### src/rtl/core/mesh_parent_join_selector_macros.svh
// Assertion macros for the mesh parent join selector.
// Included by the RTL files that carry concurrent checks; no other dependencies.
`ifndef MESH_PARENT_JOIN_SELECTOR_MACROS_SVH
`define MESH_PARENT_JOIN_SELECTOR_MACROS_SVH

`ifndef ASSERT_OFF
`define MPJS_ASSERT_IMPLY(label, clk, rstn, ante, cons) \
    label: assert property (@(posedge clk) disable iff (!(rstn)) (ante) |-> (cons)) \
        else $error("assertion failed: same-cycle implication");
`define MPJS_ASSERT_NEXT(label, clk, rstn, ante, cons) \
    label: assert property (@(posedge clk) disable iff (!(rstn)) (ante) |=> (cons)) \
        else $error("assertion failed: next-cycle implication");
`else
`define MPJS_ASSERT_IMPLY(label, clk, rstn, ante, cons)
`define MPJS_ASSERT_NEXT(label, clk, rstn, ante, cons)
`endif

`endif

### src/rtl/core/mpjs_pkg.sv
// Shared types and constants for the mesh parent join selector.
// No dependencies; used by mpjs_rank, mesh_parent_join_selector and the testbench.
package mpjs_pkg;

    localparam int MAX_CAND = 5;
    localparam int CNT_W    = $clog2(MAX_CAND + 1);
    localparam int IDX_W    = (MAX_CAND > 1) ? $clog2(MAX_CAND) : 1;
    localparam int MAC_W    = 48;
    localparam int RSSI_W   = 8;
    localparam int TS_W     = 32;
    localparam int REG_W    = 20;

    typedef logic [MAC_W-1:0]         mac_t;
    typedef logic signed [RSSI_W-1:0] rssi_t;
    typedef logic [IDX_W-1:0]         idx_t;
    typedef logic [CNT_W-1:0]         cnt_t;

    typedef enum logic [1:0] {
        CMD_TICK  = 2'd0,
        CMD_FOUND = 2'd1,
        CMD_RESP  = 2'd2,
        CMD_SEND  = 2'd3
    } cmd_t;

    typedef enum logic [1:0] {
        ACT_NONE    = 2'd0,
        ACT_PROBE   = 2'd1,
        ACT_CONNECT = 2'd2,
        ACT_JOIN    = 2'd3
    } act_t;

    localparam logic [1:0] REG_PROBE   = 2'd0;
    localparam logic [1:0] REG_CONNECT = 2'd1;
    localparam logic [1:0] REG_GATHER  = 2'd2;

    // search results over the candidate table
    typedef struct packed {
        idx_t strong_idx;
        idx_t weak_idx;
        logic hit;
        idx_t hit_idx;
    } rank_t;

endpackage

### src/rtl/core/mpjs_rank.sv
// Candidate table search: strongest live entry, first weakest entry, MAC match.
// Depends on mpjs_pkg.
module mpjs_rank (
    input  mpjs_pkg::mac_t  cand_mac  [mpjs_pkg::MAX_CAND],
    input  mpjs_pkg::rssi_t cand_rssi [mpjs_pkg::MAX_CAND],
    input  mpjs_pkg::cnt_t  cnt,
    input  mpjs_pkg::mac_t  peer,
    output mpjs_pkg::rank_t rank
);

    always_comb begin
        rank = '0;
        // strongest among live entries, earliest wins ties
        for (int i = 1; i < mpjs_pkg::MAX_CAND; i++) begin
            if (mpjs_pkg::CNT_W'(i) < cnt && cand_rssi[i] > cand_rssi[rank.strong_idx]) begin
                rank.strong_idx = mpjs_pkg::IDX_W'(i);
            end
        end
        // weakest over a full table, earliest wins ties
        for (int i = 1; i < mpjs_pkg::MAX_CAND; i++) begin
            if (cand_rssi[i] < cand_rssi[rank.weak_idx]) begin
                rank.weak_idx = mpjs_pkg::IDX_W'(i);
            end
        end
        // first live entry with this MAC
        for (int i = mpjs_pkg::MAX_CAND - 1; i >= 0; i--) begin
            if (mpjs_pkg::CNT_W'(i) < cnt && cand_mac[i] == peer) begin
                rank.hit     = 1'b1;
                rank.hit_idx = mpjs_pkg::IDX_W'(i);
            end
        end
    end

endmodule

### src/rtl/core/mesh_parent_join_selector.sv
// Mesh parent join selector: request is registered, then one combinational pass
// decides the action and updates the candidate table; result goes to an output register.
// Input register, then output register to m_tvalid. Throughput: one request per cycle
// while m_tready stays high; a stalled result holds the request in the input register.
// Reset (aresetn low, synchronous): searching set, table empty, timestamps and pending
// send cleared, registers back to 500/50/5000 ticks. Depends on mpjs_pkg and mpjs_rank.
`include "mesh_parent_join_selector_macros.svh"

module mesh_parent_join_selector (
    input  logic         aclk,
    input  logic         aresetn,
    input  logic         s_tvalid,
    output logic         s_tready,
    // now[31:0], peer_mac[79:32], rssi[87:80], accept[88], root_mac_in[136:89],
    // peer_is_child[137], is_connected[138], is_root[139], send_ok[140], zero[143:141]
    input  logic [143:0] s_tdata,
    input  logic [1:0]   s_tuser,   // command[1:0]
    output logic         m_tvalid,
    input  logic         m_tready,
    // target_mac[47:0], root_mac_out[95:48]
    output logic [95:0]  m_tdata,
    output logic [1:0]   m_tuser,   // action[1:0]
    input  logic         cfg_valid,
    output logic         cfg_ready,
    input  logic [1:0]   cfg_index,
    input  logic [19:0]  cfg_data
);

    localparam int MAX = mpjs_pkg::MAX_CAND;

    logic [19:0]     probe_reg, conn_to_reg, gather_reg;
    logic            in_valid_reg;
    logic [143:0]    in_data_reg;
    logic [1:0]      in_user_reg;
    logic            out_valid_reg;
    logic [95:0]     out_data_reg;
    logic [1:0]      out_user_reg;

    logic            searching_reg, searching_next;
    mpjs_pkg::cnt_t  cnt_reg, cnt_next;
    logic [31:0]     first_reg, first_next;
    logic [31:0]     probe_t_reg, probe_t_next;
    logic [31:0]     conn_t_reg, conn_t_next;
    logic            pending_reg, pending_next;
    mpjs_pkg::mac_t  mac_reg  [MAX];
    mpjs_pkg::mac_t  mac_next [MAX];
    mpjs_pkg::rssi_t rssi_reg  [MAX];
    mpjs_pkg::rssi_t rssi_next [MAX];

    logic            fire;
    mpjs_pkg::cmd_t  cmd;
    logic [31:0]     now;
    mpjs_pkg::mac_t  peer, root_in;
    mpjs_pkg::rssi_t rssi;
    logic            accept, is_child, is_conn, is_root, send_ok;
    mpjs_pkg::rank_t rank;

    logic            gather_done, tick_restart, tick_search, probe_due, conn_due;
    mpjs_pkg::act_t  act_next;
    mpjs_pkg::mac_t  tgt_next, root_next;
    logic            wr_en, rm_en;
    mpjs_pkg::idx_t  wr_idx, rm_idx;

    function automatic logic elapsed(logic [31:0] t, logic [31:0] stamp, logic [19:0] span);
        logic [31:0] diff;
        diff = t - stamp;
        return diff >= {12'd0, span};
    endfunction

    assign fire      = in_valid_reg && (!out_valid_reg || m_tready);
    assign s_tready  = !in_valid_reg || fire;
    assign m_tvalid  = out_valid_reg;
    assign m_tdata   = out_data_reg;
    assign m_tuser   = out_user_reg;
    assign cfg_ready = 1'b1;

    assign cmd      = mpjs_pkg::cmd_t'(in_user_reg);
    assign now      = in_data_reg[31:0];
    assign peer     = in_data_reg[79:32];
    assign rssi     = in_data_reg[87:80];
    assign accept   = in_data_reg[88];
    assign root_in  = in_data_reg[136:89];
    assign is_child = in_data_reg[137];
    assign is_conn  = in_data_reg[138];
    assign is_root  = in_data_reg[139];
    assign send_ok  = in_data_reg[140];

    mpjs_rank u_rank (
        .cand_mac  (mac_reg),
        .cand_rssi (rssi_reg),
        .cnt       (cnt_reg),
        .peer      (peer),
        .rank      (rank)
    );

    assign gather_done  = searching_reg && (cnt_reg != '0) && elapsed(now, first_reg, gather_reg);
    assign tick_restart = !searching_reg && (cnt_reg == '0);
    assign tick_search  = (searching_reg && !gather_done) || tick_restart;
    assign probe_due    = elapsed(now, tick_restart ? 32'd0 : probe_t_reg, probe_reg);
    assign conn_due     = elapsed(now, conn_t_reg, conn_to_reg);

    always_comb begin
        searching_next = searching_reg;
        cnt_next       = cnt_reg;
        first_next     = first_reg;
        probe_t_next   = probe_t_reg;
        conn_t_next    = conn_t_reg;
        pending_next   = pending_reg;
        act_next       = mpjs_pkg::ACT_NONE;
        tgt_next       = '0;
        root_next      = '0;
        wr_en          = 1'b0;
        wr_idx         = rank.hit_idx;
        rm_en          = 1'b0;
        rm_idx         = rank.strong_idx;
        unique case (cmd)
            mpjs_pkg::CMD_TICK: begin
                if (!is_conn && !pending_reg) begin
                    searching_next = tick_search;
                    if (tick_restart) begin
                        cnt_next     = '0;
                        first_next   = '0;
                        probe_t_next = '0;
                        conn_t_next  = '0;
                    end
                    if (tick_search) begin
                        if (probe_due) begin
                            act_next     = mpjs_pkg::ACT_PROBE;
                            tgt_next     = '1;
                            probe_t_next = now;
                        end
                    end else if (conn_due) begin
                        act_next     = mpjs_pkg::ACT_CONNECT;
                        tgt_next     = mac_reg[rank.strong_idx];
                        rm_en        = 1'b1;
                        cnt_next     = cnt_reg - mpjs_pkg::CNT_W'(1);
                        pending_next = 1'b1;
                    end
                end
            end
            mpjs_pkg::CMD_FOUND: begin
                if (!is_conn && searching_reg && !is_child) begin
                    if (cnt_reg == '0) begin
                        first_next = now;
                    end
                    wr_en = 1'b1;
                    if (rank.hit) begin
                        wr_idx = rank.hit_idx;
                    end else if (cnt_reg >= mpjs_pkg::CNT_W'(MAX)) begin
                        wr_idx = rank.weak_idx;
                    end else begin
                        wr_idx   = mpjs_pkg::IDX_W'(cnt_reg);
                        cnt_next = cnt_reg + mpjs_pkg::CNT_W'(1);
                    end
                end
            end
            mpjs_pkg::CMD_RESP: begin
                if (!is_root && !is_conn && !is_child) begin
                    if (accept) begin
                        act_next       = mpjs_pkg::ACT_JOIN;
                        tgt_next       = peer;
                        root_next      = root_in;
                        searching_next = 1'b1;
                        cnt_next       = '0;
                        first_next     = '0;
                        probe_t_next   = '0;
                        conn_t_next    = '0;
                    end else begin
                        if (rank.hit) begin
                            rm_en    = 1'b1;
                            rm_idx   = rank.hit_idx;
                            cnt_next = cnt_reg - mpjs_pkg::CNT_W'(1);
                        end
                        conn_t_next = '0;
                    end
                end
            end
            mpjs_pkg::CMD_SEND: begin
                if (pending_reg) begin
                    pending_next = 1'b0;
                    if (send_ok) begin
                        conn_t_next = now;
                    end
                end
            end
            default: ;
        endcase
    end

    // table update: shift down past a removed entry, or write one entry
    always_comb begin
        for (int i = 0; i < MAX; i++) begin
            mac_next[i]  = mac_reg[i];
            rssi_next[i] = rssi_reg[i];
        end
        for (int i = 0; i < MAX - 1; i++) begin
            if (rm_en && mpjs_pkg::IDX_W'(i) >= rm_idx) begin
                mac_next[i]  = mac_reg[i+1];
                rssi_next[i] = rssi_reg[i+1];
            end
        end
        for (int i = 0; i < MAX; i++) begin
            if (wr_en && wr_idx == mpjs_pkg::IDX_W'(i)) begin
                mac_next[i]  = peer;
                rssi_next[i] = rssi;
            end
        end
    end

    always_ff @(posedge aclk) begin
        if (!aresetn) begin
            probe_reg     <= 20'd500;
            conn_to_reg   <= 20'd50;
            gather_reg    <= 20'd5000;
            in_valid_reg  <= 1'b0;
            out_valid_reg <= 1'b0;
            searching_reg <= 1'b1;
            cnt_reg       <= '0;
            first_reg     <= '0;
            probe_t_reg   <= '0;
            conn_t_reg    <= '0;
            pending_reg   <= 1'b0;
        end else begin
            if (cfg_valid && cfg_ready) begin
                unique case (cfg_index)
                    mpjs_pkg::REG_PROBE:   probe_reg   <= cfg_data;
                    mpjs_pkg::REG_CONNECT: conn_to_reg <= cfg_data;
                    mpjs_pkg::REG_GATHER:  gather_reg  <= cfg_data;
                    default: ;
                endcase
            end
            if (s_tready) begin
                in_valid_reg <= s_tvalid;
            end
            if (fire) begin
                out_valid_reg <= 1'b1;
                searching_reg <= searching_next;
                cnt_reg       <= cnt_next;
                first_reg     <= first_next;
                probe_t_reg   <= probe_t_next;
                conn_t_reg    <= conn_t_next;
                pending_reg   <= pending_next;
            end else if (m_tready) begin
                out_valid_reg <= 1'b0;
            end
        end
    end

    always_ff @(posedge aclk) begin
        if (s_tvalid && s_tready) begin
            in_data_reg <= s_tdata;
            in_user_reg <= s_tuser;
        end
        if (fire) begin
            out_data_reg <= {root_next, tgt_next};
            out_user_reg <= act_next;
            for (int i = 0; i < MAX; i++) begin
                mac_reg[i]  <= mac_next[i];
                rssi_reg[i] <= rssi_next[i];
            end
        end
    end

    `MPJS_ASSERT_IMPLY(a_cnt_range, aclk, aresetn, 1'b1, cnt_reg <= mpjs_pkg::CNT_W'(MAX))
    `MPJS_ASSERT_NEXT(a_connect_pending, aclk, aresetn, fire && act_next == mpjs_pkg::ACT_CONNECT, pending_reg)
    `MPJS_ASSERT_IMPLY(a_pending_quiet, aclk, aresetn, fire && cmd == mpjs_pkg::CMD_TICK && pending_reg, act_next == mpjs_pkg::ACT_NONE)
    `MPJS_ASSERT_NEXT(a_join_restart, aclk, aresetn, fire && act_next == mpjs_pkg::ACT_JOIN, searching_reg && cnt_reg == '0)

endmodule

### config.mk
export PLATFORM = sky130hd
export DESIGN_NAME = mesh_parent_join_selector
export DESIGN_NICKNAME = d
export VERILOG_FILES = /design/src/rtl/core/mpjs_pkg.sv /design/src/rtl/core/mpjs_rank.sv /design/src/rtl/core/mesh_parent_join_selector.sv
export VERILOG_INCLUDE_DIRS = /design/src /design/src/rtl/core
export SDC_FILE = /design/constraint.sdc
export NUM_CORES = 2
export LEC_CHECK = 0
export ABC_AREA = 1
export ABC_CLOCK_PERIOD_IN_PS = 10280
export BUFFER_PORTS_ARGS = -buffer_cell sky130_fd_sc_hd__buf_4
export CORE_ASPECT_RATIO = 2
export CORE_MARGIN = 5
export CORE_UTILIZATION = 32
export CTS_CLUSTER_SIZE = 40
export DETAILED_ROUTE_END_ITERATION = 10
export RECOVER_POWER = 25
export SLEW_MARGIN = 10
export SYNTH_ARGS = -nofsm -noshare
export SYNTH_HDL_FRONTEND = slang
export SYNTH_SLANG_ARGS = --single-unit
### constraint.sdc
create_clock -name aclk -period 10.28 [get_ports aclk]
set_clock_uncertainty 0.15 [all_clocks]
set_input_delay 2.57 -clock aclk [delete_from_list [all_inputs] [get_ports aclk]]
set_output_delay 2.57 -clock aclk [all_outputs]
set_load 0.01 [all_outputs]
==> Word-level counts from Yosys, hierarchy flattened <==
Index checks and enable logic that the tools add are counted.
{ "totals": {"inputBits": 173, "wordCells": 279, "regBits": 684, "out_inout_bits": 101} }
{ "classes": {"order_cmp": 28, "n_bitwise": 7, "addsub": 5, "n_eq_ne": 27, "mux": 118, "n_reduce_logical": 68} }
{ "ops": {"columns": ["cell", "count"], "rows": [
  ["$mux W48", 16],
  ["$mux W32", 13],
  ["$eq A48 B48 Y1", 5],
  ["$pmux W32 S3", 2],
  ["$mux W8", 20],
  ["$bmux W48 S3", 1],
  ["$bmux W8 S3", 6],
  ["$ge A32 B20 Y1", 3],
  ["$pmux W48 S2", 1],
  ["$sub A32 B32 Y32", 3],
  ["$pmux W32 S2", 1],
  ["$mux W3", 20],
  ["$gt A8 B8 Y1", 4],
  ["$lt A8 B8 Y1", 4],
  ["$logic_and A1 B1 Y1", 29],
  ["$ge A4 B4 Y1 const B", 7],
  ["$ne A2 B2 Y1 const B", 12],
  ["$mux W4", 5],
  ["$mux W1", 19],
  ["$mux W2", 9],
  ["$not A2 Y4", 4],
  ["$reduce_and A2 Y1", 8],
  ["$reduce_and A8 Y1", 2],
  ["$reduce_bool A2 Y1", 7],
  ["other kinds (27)", 52]
]} }

==> Longest topological paths before layout <==
{ "depth": {"ltp_word": 32, "depth_mapped": 61, "ltp_nobuf": 56} }

==> Cells and area by module <==
From an unflattened synthesis, not the netlist that was laid out.
{ "hier_totals": {"cells_unflattened": 4909, "hier_area_um2": 41055.6} }
{ "by_module_without_submodules": {"columns": ["mod", "seq_area_each_um2", "n_inst", "cells_each", "area_per_inst_um2"], "rows": [
  ["mesh_parent_join_selector", 18908.1, 1, 4038, 35888.2],
  ["mpjs_rank", 0.0, 1, 871, 5167.5]
]} }

==> Worst setup path before layout <==
Ideal clock, no wire load.
{ "synth_timing": {"path_kind": "register to register", "from": "register rssi_reg[31] in the netlist's numbering", "to": "register mac_reg[192] in the netlist's numbering (enable)", "required_time_ns": 9.642, "path_stages_with_launch": 49, "path_slack_ns": -0.566, "arrival_time_ns": 10.208, "n_path_buf": 5, "period_less_slack_ns": 10.846, "setup_ns": 0.488, "cell_sequence": "edfxtp_1 > ha_1 > a21o_1 > nor2_2 > nand3_1 > nand2_1 > clkinv_1 > nand3_1 > clkbuf_1 > o21ai_0 > ha_1 > nand2_1 > o21ai_0 > nand3_1 > a21oi_1 > nor3_1 > o21ai_0 > o211ai_1 > [... 13 more ...] > buf_1 > nand3_1 > o21ai_0 > a21oi_1 > ha_1 > a21oi_1 > o21ai_0 > a21oi_1 > or2_2 > nand4_1 > inv_1 > nor2_1 > clkinv_1 > clkbuf_1 > mux2_2 > and2_1 > nand2_1 > a21oi_1"} }
{ "synth_via": {"elab_chain_cells": 32, "elab_cells_between_ends": 58, "cone_classes": "order compare: 9; mux: 34; bitwise: 6; reduce/logical: 9"} }
{ "synth_rtl": {"columns": ["element", "line_no", "source"], "rows": [
  ["start, declared", "mesh_parent_join_selector.sv:47", "mpjs_pkg::rssi_t rssi_reg [MAX];"],
  ["start signal, assigned by index", "mesh_parent_join_selector.sv:259", "rssi_reg[i] <= rssi_next[i];"],
  ["$gt A8 B8 Y1", "mpjs_rank.sv:15", "if (mpjs_pkg::CNT_W'(i) < cnt && cand_rssi[i] > cand_rssi[rank.strong_idx]) begin"],
  ["$logic_and A1 B1 Y1", "mpjs_rank.sv:15", null],
  ["$mux W1", "mpjs_rank.sv:15", null],
  ["$not A1 Y4 (not written as such)", "mpjs_rank.sv:15", null],
  ["$bmux W8 S3", "mpjs_rank.sv:15", null],
  ["$mux W8 (not written as such) (2 in series)", "mpjs_rank.sv:15", null],
  ["$gt A8 B8 Y1", "mpjs_rank.sv:15", null],
  ["$logic_and A1 B1 Y1", "mpjs_rank.sv:15", null],
  ["[... 15 more ...]", null, null],
  ["$mux W3", "mesh_parent_join_selector.sv:169", "if (rank.hit) begin"],
  ["$mux W3", "mesh_parent_join_selector.sv:159", "if (accept) begin"],
  ["$mux W3", "mesh_parent_join_selector.sv:158", "if (!is_root && !is_conn && !is_child) begin"],
  ["$mux W3", "mesh_parent_join_selector.sv:116", "unique case (cmd)"],
  ["$ge A1 B3 Y1", "mesh_parent_join_selector.sv:197", "if (rm_en && mpjs_pkg::IDX_W'(i) >= rm_idx) begin"],
  ["$logic_and A1 B1 Y1", "mesh_parent_join_selector.sv:197", null],
  ["$reduce_bool A2 Y1 (no source line) *", null, null],
  ["$reduce_and A2 Y1 (no source line) *", null, null],
  ["end signal, assigned by index", "mesh_parent_join_selector.sv:258", "mac_reg[i] <= mac_next[i];"],
  ["end, declared", "mesh_parent_join_selector.sv:45", "mpjs_pkg::mac_t mac_reg [MAX];"]
]} }
Mark *: on every way between the ends. The rest lies on a longest branch, timed or not. The select of a mux whose other input is x is not followed.
A chain may end at the register's enable or synchronous reset.

==> Worst setup path after layout <==
{ "layout_timing": {"from": "register rssi_reg[27] in the netlist's numbering", "to": "register mac_reg[139] in the netlist's numbering (enable)"} }
{ "layout_via": {"elab_chain_cells": 32, "elab_cells_between_ends": 58, "cone_classes": "order compare: 9; eq/ne: 1; mux: 34; bitwise: 6; reduce/logical: 8"} }
{ "layout_rtl": {"columns": ["element", "line_no"], "rows": [
  ["$gt A8 B8 Y1", "mpjs_rank.sv:15"],
  ["$logic_and A1 B1 Y1", "mpjs_rank.sv:15"],
  ["$mux W1", "mpjs_rank.sv:15"],
  ["$not A1 Y4 (not written as such)", "mpjs_rank.sv:15"],
  ["$bmux W8 S3", "mpjs_rank.sv:15"],
  ["$mux W8 (not written as such) (2 in series)", "mpjs_rank.sv:15"],
  ["$gt A8 B8 Y1", "mpjs_rank.sv:15"],
  ["$logic_and A1 B1 Y1", "mpjs_rank.sv:15"],
  ["[... 15 more ...]", null],
  ["$mux W3", "mesh_parent_join_selector.sv:169"],
  ["$mux W3", "mesh_parent_join_selector.sv:159"],
  ["$mux W3", "mesh_parent_join_selector.sv:158"],
  ["$mux W3", "mesh_parent_join_selector.sv:116"],
  ["$ge A2 B3 Y1", "mesh_parent_join_selector.sv:197"],
  ["$logic_and A1 B1 Y1", "mesh_parent_join_selector.sv:197"],
  ["$reduce_bool A2 Y1 (no source line) *", null],
  ["$reduce_and A2 Y1 (no source line) *", null]
]} }
Marks and branches as above.

==> impl_metrics.csv <==
group,metric,value,unit
power_and_ir_drop,power_frac_clock,0.409,
clocking,cts_root_buffer,"clkbuf_16",
floorplanning,die_w,258,microns
synthesis,synth-async-reset-ratio,0,
detailed_routing,vias_per_cell,5.15,
detailed_routing,post_drt_wl_per_cell,19.0,microns
setup_path,critical-path-max-stage-delay,0.62,ns
final_layout,final_util,0.370,
worst_hold_path,worstHoldStart,"gather_reg[6]",
synthesis,yosys-mux-area-fraction,0.000286,
detailed_routing,drt-initial-drc-count,2644,
clocking,cts_sinks,684,
floorplanning,top_level_ports,274,
power_and_ir_drop,powerDensity,151,nW/um^2
synthesis,synth_edf_count,521,
sta,finalSetupViolCount,0,
power_and_ir_drop,p_sw_frac,0.262,
power_and_ir_drop,switchingPower,1.79,mW
setup_path,startpoint,"rssi_reg[27]",
sta,slew_headroom,-1.40,
synthesis,synth_top_family_by_area,"simple AND/OR/NAND/NOR gates",
synthesis,synth-simple-area-share,0.177,
final_layout,area_growth,15.1,%
final_layout,drive_above_1_share,0.112,
power_and_ir_drop,peakVddDrop,0.000148,V
floorplanning,die-height,506,microns
setup_path,startpoint_type,"flip-flop",
synthesis,synth_area,39300,sq um
setup_path,crit_type,"reg -> reg",
floorplanning,core,123000,sq um
sta,hold_violations,0,
synthesis,syn_inst,4456,
synthesis,seq_area_frac_synth,0.481,
clocking,clk_latency,0.66,ns
clocking,cts_tree,"built",
grt,first_global_vias,31200,
placed_design,dpl.hpwl,81200,microns
synthesis,yosysWarnings,0,
power_and_ir_drop,p_int,5.04,mW
sta,min_period_over_period,0.920,
synthesis,synth_xor_area_frac,0.0503,
detailed_routing,wl,119000,microns
synthesis,ys_types,63,
worst_hold_path,min_path_type,"reg -> reg",
clocking,cts_made_buffers,73,
sta,rsz0062_at_grt,"false",
synthesis,synth_compound_area_frac,0.148,
sta,finalCriticalPeriod,9.46,ns
setup_path,arrival,9.61,ns
placed_design,gp_congestion,0.904,
floorplanning,fp.dieArea,130000,sq um
setup_path,worstReg2RegStart,"rssi_reg[27]",
grt,grt_pass1_wl,183000,microns
setup_path,cpMostUsedCell,"nand2_1",
grt,antenna_found_initial,6,
setup_path,r2r_cells,40,
grt,grt_max_degree,82,
clocking,clkTransAtPathRegs,0.06,ns
floorplanning,start_util,0.321,
synthesis,synth-seq-cells,684,
sta,setup_tns,0,ns
clocking,cts_max_level,3,
setup_path,end_kind,"flip-flop",
setup_path,worstPathRequired,10.44,ns
sta,worstMarginPinSlew,3.58,ns
clocking,clockBufferDepth,3,
grt,grt_use_total,0.175,
sta,maxSlewViolCount,199,
grt,grt_overflow_total,0,
worst_hold_path,min_path_cells,2,
detailed_routing,first_pass_iters,7,
setup_path,critPathSlowestCell,"nand3_4",
detailed_routing,vias,32200,
clocking,cts_hold_buf,0,
final_layout,final_common_cell,"nand2_1",
placed_design,portBuffers,269,
run,cap_violations,3,
synthesis,avgSynthCellArea,8.83,sq um
detailed_routing,drc,0,
power_and_ir_drop,leakage,18.5,nW
final_layout,layout_common_cells,"nand2_1, edfxtp_1, inv_1",
synthesis,ys.flop_type,"edfxtp_1",
synthesis,synth_fp_nets,4847,
setup_path,cp_max_fo,43,
final_layout,fin_nets,5013,
power_and_ir_drop,pwr-share-seq,0.458,
detailed_routing,ant_nets,0,
run_status,status,"complete, but fails checks",
power_and_ir_drop,comb_power_share,0.132,
sta,fmax,106,MHz
final_layout,largest_reg_flops,240,
run_status,violations,"max-capacitance violations, max-slew violations",
synthesis,synthAdderAreaFrac,0.0699,
floorplanning,rows,182,
-- cell families after synthesis --
logic type | after synthesis
simple gates | 1638
compound gates | 987
buf+inv | 701
flops | 684
xor+xnor | 226
fa+ha+maj | 218
other cells | 1
mux | 1
-- power by group through the flow --
stage / Clock (mW) / Combinational (mW) / Sequential [mW]
after detailed placement: 0 / 0.898 / 3.19
after floorplan: 0 / 0.622 / 3.15
final: 2.80 / 0.904 / 3.13
after global routing: 2.99 / 1.01 / 3.14
after CTS: 2.88 / 0.904 / 3.13
after global placement: 0 / 0.878 / 3.19
-- worst max-delay path: cells and delay by family (launching register included) --
family	cells	cell delay (ns)
adder cells (fa/ha/maj)	4	1.29
AO/OA/AOI/OAI	11	2.82
AND/OR/NAND/NOR	21	3.30
flip-flops	1	0.46
buffers and inverters	4	1.05
-- layout make-up --
cell class | count | area, sq um
diodes | 1 | 2.50
clock buffers | 87 | 1950
clock inverters | 46 | 534
fillers | 12200 | 77200
inverters | 466 | 1750
multi-input cells | 3071 | 17700
flip-flops and latches | 684 | 18900
well taps | 1564 | 1960
repair buffers | 326 | 2530
-- final timing paths --
kind	to	slack (ns)
setup / recovery	mac_reg[139]	0.82
hold / removal	gather_reg[6]	0.31
setup reg to reg	mac_reg[139]	0.82
hold reg to reg	gather_reg[6]	0.31
-- metal layers --
metal	up-vias	wire length [microns]	GRT usage
met1	15100	53500	0.245
met2	1254	51700	0.271
met5	-	34	0
met3	195	10500	0.0401
li1	15600	-	-
met4	6	3110	0.0535
-- Yosys cell counts, types with 26 or more instances --
library cell,count,area share
nand4_1,46,0.0073
ha_1,215,0.068
a211oi_1,71,0.014
nand3_1,210,0.027
o211ai_1,60,0.011
a21oi_1,366,0.047
xnor2_1,91,0.020
nor3_1,31,0.0039
nor2_1,175,0.017
clkbuf_1,158,0.015
edfxtp_1,521,0.40
nand3b_1,34,0.0065
o21ai_0,260,0.033
inv_1,458,0.044
dfxtp_1,163,0.083
o221ai_1,26,0.0058
xor2_1,135,0.030
nand2_1,1067,0.10
buf_2,27,0.0034
o21ai_1,77,0.0098
-- stage by stage --
stage / worst slack, ns / area (sq um) / hold WS (ns) / instances / total power, mW
detailed placement: 0.840 / 42800 / 0.305 / 6108 / 4.09
floorplan: 0.684 / 39400 / 0.274 / 4456 / 3.78
global placement: 0.898 / 42800 / 0.296 / 6108 / 4.07
CTS: 0.797 / 45300 / 0.314 / 6241 / 6.91
global route: 0.218 / 45300 / 0.325 / 6244 / 7.14
finish: 0.824 / 45300 / 0.312 / 6245 / 6.84
-- timing repair --
| action | 4_1_cts | 5_1_grt |
|---|---|---|
| buffers inserted | 0 | 3 |
| gates resized for setup | 0 | 1 |
| setup endpoints to repair | 0 | 207 |
No activity file was read; power rests on OpenSTA's default activity.
